===== config.mk =====
export PLATFORM = sky130hd
export DESIGN_NAME = first_fit_block_allocator_top
export DESIGN_NICKNAME = d
export VERILOG_FILES = /design/src/ffba_pkg.sv /design/src/ffba_bitmap.sv /design/src/ffba_scan.sv /design/src/first_fit_block_allocator_top.sv
export SDC_FILE = /design/constraint.sdc
export NUM_CORES = 2
export LEC_CHECK = 0
export ABC_CLOCK_PERIOD_IN_PS = 8700
export BUFFER_PORTS_ARGS = -buffer_cell sky130_fd_sc_hd__buf_4
export CORE_ASPECT_RATIO = 1.1
export CORE_MARGIN = 5
export CORE_UTILIZATION = 40
export DETAILED_ROUTE_END_ITERATION = 7
export GPL_ROUTABILITY_DRIVEN = 0
export GPL_TIMING_DRIVEN = 0
export PLACE_DENSITY = 0.66
export REMOVE_ABC_BUFFERS = 1
export SLEW_MARGIN = 20
export SYNTH_ARGS = -nofsm -noshare
export SYNTH_HDL_FRONTEND = slang
export SYNTH_SLANG_ARGS = --single-unit

===== constraint.sdc =====
create_clock -name clk_i -period 8.7 [get_ports clk_i]
set_input_delay 0.435 -clock clk_i [delete_from_list [all_inputs] [get_ports clk_i]]
set_output_delay 0.435 -clock clk_i [all_outputs]
set_load 0.01 [all_outputs]

===== src/ffba_pkg.sv =====
`timescale 1ns / 1ps

package ffba_pkg;

  // Request and result field widths
  localparam int ADDR_W = 10;
  localparam int LEN_W  = 11;

  // Bitmap word: units per RAM row
  localparam int WORD_BITS = 8;
  localparam int WORD_SH   = $clog2(WORD_BITS);

  localparam int MEM_UNITS_DEF = 1024;

  typedef enum logic {
    OP_ALLOC = 1'b0,
    OP_FREE  = 1'b1
  } op_e;

endpackage


===== src/ffba_bitmap.sv =====
`timescale 1ns / 1ps

module ffba_bitmap #(
  parameter int ROWS  = 128,
  parameter int ROW_W = 7
) (
  input  logic                           clk_i,
  input  logic                           we_i,
  input  logic [ROW_W-1:0]               waddr_i,
  input  logic [ffba_pkg::WORD_BITS-1:0] wdata_i,
  input  logic                           re_i,
  input  logic [ROW_W-1:0]               raddr_i,
  output logic [ffba_pkg::WORD_BITS-1:0] rdata_o
);
  import ffba_pkg::*;

  logic [WORD_BITS-1:0] mem_q [ROWS];
  logic [WORD_BITS-1:0] rdata_q;

  always_ff @(posedge clk_i) begin
    if (we_i) begin
      mem_q[waddr_i] <= wdata_i;
    end
    if (re_i) begin
      rdata_q <= mem_q[raddr_i];
    end
  end

  assign rdata_o = rdata_q;

endmodule


===== src/ffba_scan.sv =====
`timescale 1ns / 1ps

// Walks one bitmap word, extending the free-run count unit by unit.
module ffba_scan #(
  parameter int MEMORY_UNITS = 1024,
  parameter int RC_W         = 8,
  parameter int CW           = 12
) (
  input  logic [ffba_pkg::WORD_BITS-1:0] word_i,
  input  logic [RC_W-1:0]                row_i,
  input  logic [CW-1:0]                  run_i,
  input  logic [CW-1:0]                  len_i,
  output logic                           found_o,
  output logic [CW-1:0]                  start_o,
  output logic [CW-1:0]                  run_o
);
  import ffba_pkg::*;

  logic [CW-1:0] run;
  logic [CW-1:0] idx;
  logic          unit_free;

  always_comb begin
    run     = run_i;
    found_o = 1'b0;
    start_o = '0;
    idx     = '0;
    unit_free = 1'b0;
    for (int j = 0; j < WORD_BITS; j++) begin
      idx       = CW'({row_i, WORD_SH'(j)});
      // units past the end of memory count as used
      unit_free = !word_i[j] && (idx < CW'(MEMORY_UNITS));
      run       = unit_free ? run + 1'b1 : '0;
      if (!found_o && (run == len_i)) begin
        found_o = 1'b1;
        start_o = idx + 1'b1 - len_i;
      end
    end
    run_o = run;
  end

endmodule


===== src/first_fit_block_allocator_top.sv =====
`timescale 1ns / 1ps
// Allocate: scans 8-unit bitmap rows up to the end of the first run that fits, then marks the
//   rows that run touches; if no run fits, every row is scanned and failure is reported.
// Free: clears the rows the run touches; zero-length or oversize allocate, empty free: straight to result.
// One request at a time: the next is taken the cycle after its result loads; rate is set by
//   the bitmap RAM reading one 8-unit row a cycle and a held result stalls the last step.
// Reset: a clearing pass over all ceil(MEMORY_UNITS/8) rows zeroes the bitmap, in_ready_o low.
module first_fit_block_allocator_top #(
  parameter int MEMORY_UNITS = ffba_pkg::MEM_UNITS_DEF
) (
  input  logic                        clk_i,
  input  logic                        rst_ni,
  input  logic                        in_valid_i,
  output logic                        in_ready_o,
  input  logic                        op_i,
  input  logic [ffba_pkg::LEN_W-1:0]  run_length_i,
  input  logic [ffba_pkg::ADDR_W-1:0] start_address_i,
  output logic                        out_valid_o,
  input  logic                        out_ready_i,
  output logic                        ok_o,
  output logic [ffba_pkg::ADDR_W-1:0] granted_address_o
);
  import ffba_pkg::*;

  localparam int ROWS  = (MEMORY_UNITS + WORD_BITS - 1) / WORD_BITS;
  localparam int ROW_W = (ROWS > 1) ? $clog2(ROWS) : 1;
  localparam int RC_W  = $clog2(ROWS + 1);
  localparam int CNT_W = $clog2(MEMORY_UNITS + 1);
  localparam int CW0   = (CNT_W > LEN_W + 1) ? CNT_W : LEN_W + 1;
  localparam int CW    = (CW0 > RC_W + WORD_SH) ? CW0 : RC_W + WORD_SH;

  typedef enum logic [2:0] {
    ST_CLEAR,
    ST_IDLE,
    ST_SCAN,
    ST_MARK,
    ST_DONE
  } state_e;

  state_e              state_q;
  logic [RC_W-1:0]     row_q;
  logic [RC_W-1:0]     pend_row_q;
  logic                pend_q;
  logic [CW-1:0]       run_q;
  logic [CW-1:0]       len_q;
  logic [CW-1:0]       lo_q;
  logic [CW-1:0]       hi_q;
  logic                set_q;
  logic                res_ok_q;
  logic [ADDR_W-1:0]   res_addr_q;
  logic                out_valid_q;
  logic                ok_q;
  logic [ADDR_W-1:0]   granted_q;

  logic                 mem_we;
  logic [ROW_W-1:0]     mem_waddr;
  logic [WORD_BITS-1:0] mem_wdata;
  logic                 mem_re;
  logic [WORD_BITS-1:0] mem_rdata;
  logic [WORD_BITS-1:0] mask;
  logic [CW-1:0]        unit_idx;

  logic                 scan_found;
  logic [CW-1:0]        scan_start;
  logic [CW-1:0]        scan_run;

  logic                 in_xfer;
  logic [CW-1:0]        req_len;
  logic [CW-1:0]        req_lo;
  logic [CW-1:0]        req_sum;
  logic [CW-1:0]        req_hi;
  logic                 scan_issue;
  logic                 mark_issue;

  assign in_ready_o = (state_q == ST_IDLE);
  assign in_xfer    = in_valid_i && in_ready_o;

  assign req_len = CW'(run_length_i);
  assign req_lo  = CW'(start_address_i);
  assign req_sum = req_lo + req_len;
  assign req_hi  = (req_sum > CW'(MEMORY_UNITS)) ? CW'(MEMORY_UNITS) : req_sum;

  assign scan_issue = (state_q == ST_SCAN) && (row_q < RC_W'(ROWS));
  assign mark_issue = (state_q == ST_MARK) && (CW'({row_q, WORD_SH'(0)}) < hi_q);

  // Units of the pending row that fall inside [lo, hi)
  always_comb begin
    mask     = '0;
    unit_idx = '0;
    for (int j = 0; j < WORD_BITS; j++) begin
      unit_idx = CW'({pend_row_q, WORD_SH'(j)});
      mask[j]  = (unit_idx >= lo_q) && (unit_idx < hi_q);
    end
  end

  always_comb begin
    mem_we    = 1'b0;
    mem_waddr = pend_row_q[ROW_W-1:0];
    mem_wdata = set_q ? (mem_rdata | mask) : (mem_rdata & ~mask);
    mem_re    = scan_issue || mark_issue;
    if (state_q == ST_CLEAR) begin
      mem_we    = 1'b1;
      mem_waddr = row_q[ROW_W-1:0];
      mem_wdata = '0;
    end else if ((state_q == ST_MARK) && pend_q) begin
      mem_we = 1'b1;
    end
  end

  ffba_bitmap #(
    .ROWS  (ROWS),
    .ROW_W (ROW_W)
  ) u_bitmap (
    .clk_i   (clk_i),
    .we_i    (mem_we),
    .waddr_i (mem_waddr),
    .wdata_i (mem_wdata),
    .re_i    (mem_re),
    .raddr_i (row_q[ROW_W-1:0]),
    .rdata_o (mem_rdata)
  );

  ffba_scan #(
    .MEMORY_UNITS (MEMORY_UNITS),
    .RC_W         (RC_W),
    .CW           (CW)
  ) u_scan (
    .word_i  (mem_rdata),
    .row_i   (pend_row_q),
    .run_i   (run_q),
    .len_i   (len_q),
    .found_o (scan_found),
    .start_o (scan_start),
    .run_o   (scan_run)
  );

  always_ff @(posedge clk_i or negedge rst_ni) begin
    if (!rst_ni) begin
      state_q     <= ST_CLEAR;
      row_q       <= '0;
      pend_row_q  <= '0;
      pend_q      <= 1'b0;
      run_q       <= '0;
      len_q       <= '0;
      lo_q        <= '0;
      hi_q        <= '0;
      set_q       <= 1'b0;
      res_ok_q    <= 1'b0;
      res_addr_q  <= '0;
      out_valid_q <= 1'b0;
      ok_q        <= 1'b0;
      granted_q   <= '0;
    end else begin
      if (out_valid_q && out_ready_i) begin
        out_valid_q <= 1'b0;
      end
      case (state_q)
        ST_CLEAR: begin
          row_q <= row_q + 1'b1;
          if (row_q == RC_W'(ROWS - 1)) begin
            row_q   <= '0;
            state_q <= ST_IDLE;
          end
        end
        ST_IDLE: begin
          if (in_xfer) begin
            res_addr_q <= '0;
            pend_q     <= 1'b0;
            if (op_e'(op_i) == OP_ALLOC) begin
              len_q <= req_len;
              set_q <= 1'b1;
              if (req_len == '0) begin
                res_ok_q <= 1'b1;
                state_q  <= ST_DONE;
              end else if (req_len > CW'(MEMORY_UNITS)) begin
                res_ok_q <= 1'b0;
                state_q  <= ST_DONE;
              end else begin
                row_q   <= '0;
                run_q   <= '0;
                state_q <= ST_SCAN;
              end
            end else begin
              res_ok_q <= 1'b1;
              set_q    <= 1'b0;
              lo_q     <= req_lo;
              hi_q     <= req_hi;
              row_q    <= RC_W'(req_lo >> WORD_SH);
              state_q  <= (req_lo < req_hi) ? ST_MARK : ST_DONE;
            end
          end
        end
        ST_SCAN: begin
          if (scan_issue) begin
            row_q      <= row_q + 1'b1;
            pend_row_q <= row_q;
            pend_q     <= 1'b1;
          end else begin
            pend_q <= 1'b0;
          end
          if (pend_q) begin
            run_q <= scan_run;
            if (scan_found) begin
              // switch to marking the granted run; drop the read in flight
              lo_q       <= scan_start;
              hi_q       <= scan_start + len_q;
              res_ok_q   <= 1'b1;
              res_addr_q <= scan_start[ADDR_W-1:0];
              row_q      <= RC_W'(scan_start >> WORD_SH);
              pend_q     <= 1'b0;
              state_q    <= ST_MARK;
            end else if (pend_row_q == RC_W'(ROWS - 1)) begin
              res_ok_q   <= 1'b0;
              res_addr_q <= '0;
              pend_q     <= 1'b0;
              state_q    <= ST_DONE;
            end
          end
        end
        ST_MARK: begin
          if (mark_issue) begin
            row_q      <= row_q + 1'b1;
            pend_row_q <= row_q;
            pend_q     <= 1'b1;
          end else begin
            pend_q <= 1'b0;
            if (!pend_q) begin
              state_q <= ST_DONE;
            end
          end
        end
        ST_DONE: begin
          if (!out_valid_q || out_ready_i) begin
            out_valid_q <= 1'b1;
            ok_q        <= res_ok_q;
            granted_q   <= res_addr_q;
            state_q     <= ST_IDLE;
          end
        end
        default: begin
          state_q <= ST_IDLE;
        end
      endcase
    end
  end

  assign out_valid_o       = out_valid_q;
  assign ok_o              = ok_q;
  assign granted_address_o = granted_q;

endmodule


==> impl_metrics.yaml <==
sta:
  slew_viol_final: 0
  setup_viol: 0
  finClkSkew_ns: 0.0421
  slew_headroom_pct: 17.7
  tightest_slew_ns: 1.22
  rsz0062_at_grt: "true"
  fmax_mhz: 117
  hold_viol_final: 0
  post-route-period-util_pct: 98.2
  finalCriticalPeriod_ns: 8.54
  fin_ws_ns: 0.160
  fin_tns_setup_ns: 0
power_and_ir_drop:
  powerDensity_nw_per_um2: 363
  p_clk_share_pct: 20.4
  power.total_uw: 23100
  power_frac_comb_pct: 43.9
  p_sw_uw: 8660
  power_frac_seq_pct: 35.7
  swShare_pct: 37.5
  internal-power_uw: 14400
  p_leak_uw: 0.0207
  ir_worst_vdd_uv: 293
floorplan:
  core-area_um2: 136000
  dieArea_um2: 144000
  die_h_um: 397
  num_rows: 142
  io_pins: 39
  die_w_um: 362
  initial_core_util_pct: 40.1
clocking:
  clock-sinks: 1123
  clkSlewWorstSetupHoldPaths_ns: 0.06
  cts-buffers-inserted: 107
  htreeDepth: 3
  clk_latency_ns: 0.70
  cts_buffer_depth: 3
  cts-root-buf: "clkbuf_16"
  cts_tree: "done"
synthesis:
  synth.largest_area_cell: "edfxtp_1"
  synthMuxAreaShare_pct: 15.4
  synthFlopType: "edfxtp_1"
  synth_edf_count: 1032
  synth_top_cell_area_share_pct: 56.9
  ys_async_sr_fraction_pct: 8.10
  ys_ff_latch: 1123
  synth_compound_area_share_pct: 7.84
  yosys.cell_types.count: 123
  synth_top_family_by_area: "multiplexers"
  ys_top_cells_by_area: "edfxtp_1, mux4_2, dfrtp_1"
  synth_xor_area_share_pct: 2.81
  synth-adder-area-share_pct: 2.46
  yosysSeqAreaShare_pct: 61.1
  syn-cell-area_um2: 54500
  synthSimpleGateAreaFrac_pct: 8.36
  postSynthCellCount: 3599
  avgSynthCellArea_um2: 15.1
  ys_warn_count: 0
placed_design:
  place.port_buffers: 38
  placedCellCount: 5296
  place_area_um2: 57700
  dpl.hpwl_mm: 95.7
  dp_worst_setup_slack_ns: -2.34
worst_setup_path:
  worst_setup_path_start_kind: "register"
  crit_slowest_cell: "dfrtp_4"
  crit_fanout: 5
  worstPathArrival_ns: 9.11
  cp-end-kind: "register"
  cp.required_ns: 9.27
  slowest_delay_ns: 0.54
  cpMostUsedCell: "ha_4"
  path_class: "register to register"
cells_and_area:
  final_common_cell: "edfxtp_1"
  nFillCells: 11532
  fin_area_um2: 63600
  drive_gt1_share_pct: 26.7
  final_cells: 5633
  layout.nets: 3864
  syn_to_final_growth_pct: 16.7
  layout_common_cells: "edfxtp_1, mux4_2, nor2_1, nand2_1, buf_4"
routing:
  avgRoutedWirePerCell_um: 25.4
  wirelength_mm: 143
  drt-vias-per-instance: 5.96
  drc: 0
  drtPass1Iterations: 6
  final_antenna_net_count: 0
  vias: 33587
  drtIter0Drc: 3610
grt:
  grt_pass1_vias: 32931
  grt_pass1_wl_mm: 212
  grt_overflow: 0
  grt_max_degree: 92
  antenna_found_initial: 2
  grtUsageTotal_pct: 19.4
flow_run:
  max_cap_viol_count: 0
run_status:
  outcome: "finished clean"
hold_path:
  hp-class: "input pin to register"
## state kept, by name (all words and copies together), names as in the netlist, 10 cells and up
signal / flops
res_addr_q: 10
granted_address_o: 10
len_q: 11
u_bitmap.mem_q: 1024
run_q: 12
hi_q: 12
lo_q: 12
## through the flow
stage / hold WS, ns / util (%)
3_5_place_dp: 0.460 / 42.5
6_report: 0.0501 / 46.8
2_1_floorplan: 0.139 / -
3_3_place_gp: 0.466 / 41.4
4_1_cts: 0.000148 / 46.1
5_1_grt: 0.0371 / 46.8
## per-layer routing
metal | vias to the layer above | share of wire, % | routed length, um | global-route usage [%]
met1 | 17159 | 39 | 55500 | 25.4
met2 | 1512 | 50 | 70900 | 32.7
met5 | - | 0.0091 | 13 | 0
li1 | 14581 | - | - | -
met4 | 2 | 4.2 | 5960 | 7.48
met3 | 333 | 7.3 | 10500 | 2.89
## Yosys cell counts, types with 20 or more instances
library cell  instances
o21ai_0             147
a21oi_1             124
xor2_1               37
nor3_1               59
a211oi_1             21
clkbuf_1            142
o31ai_1              20
nand2b_1             24
nand4_1              31
mux4_2              336
nor2_1              286
o211ai_1             25
edfxtp_1           1032
mux2i_1              28
or3_1                20
a21o_1               34
buf_1                38
dfrtp_1              91
a31oi_1              25
nand3_1              69
nand2_1             198
inv_1                90
nor4_1               34
o21ai_1              20
xnor2_1             114
and2_1               22
mux2_2               33
ha_1                 91
## power by group through the flow
stage | sequential [uW] | clock, uW | combinational, uW
detailed placement | 8350 | 0 | 9650
finish | 8240 | 4710 | 10100
floorplan | 8710 | 0 | 6190
global route | 8250 | 5020 | 10800
global placement | 9170 | 0 | 8080
CTS | 8220 | 4780 | 9930
## cell type report
class                      count  area, um^2  area share, %
timing repair buffer         225        2670           4.21
sequential                  1123       33300           52.4
clock buffer                 118        2740           4.31
multi-input combinational   2184       21400           33.7
tap                         1800        2250           3.54
antenna                        4        10.0         0.0157
clock inverter                83         818           1.29
inverter                      96         365          0.575
## critical path, delay by kind of cell, from the launching register on
kind,cells,cell delay [ns]
xor gates and xnor gates,2,0.19
AOI/OAI and AO/OA,16,3.02
buffers and inverters,3,0.49
adders and majority gates,5,1.13
muxes,1,0.24
and+or+nand+nor,14,2.82
DFF,1,0.54
## worst paths after layout
check	startpoint	slack (ns)	cells after the start	end
worst max-delay path	pend_row_q[7]	0.16	41	hi_q[10]
worst min-delay path	run_length_i[10]	0.05	3	len_q[10]
worst max register to register	pend_row_q[7]	0.16	41	hi_q[10]
max in group asynchronous	rst_ni	7.61	2	pend_row_q[7]
min in group asynchronous	rst_ni	0.37	2	run_q[8]
worst min register to register	res_addr_q[6]	0.48	1	res_addr_q[6]
## logic make-up (layout without fill, tap and decap cells)
logic type	Yosys count	after routing
flops	1123	1123
simple gates	895	895
compound gates	619	619
mux	407	407
buf+inv	293	522
xor+xnor	161	162
fa+ha+maj	101	101
other cells	0	4
## timing repair
action | 4_1_cts | 5_1_grt
endpoints found under the hold margin | 102 | 0
setup buffers | 62 | 57
pin swaps | 43 | 65
cloned | 0 | 1
setup endpoints to repair | 47 | 6
hold buffers | 12 | 0
gates resized for setup | 135 | 88
(Power assumes the default switching activity.)
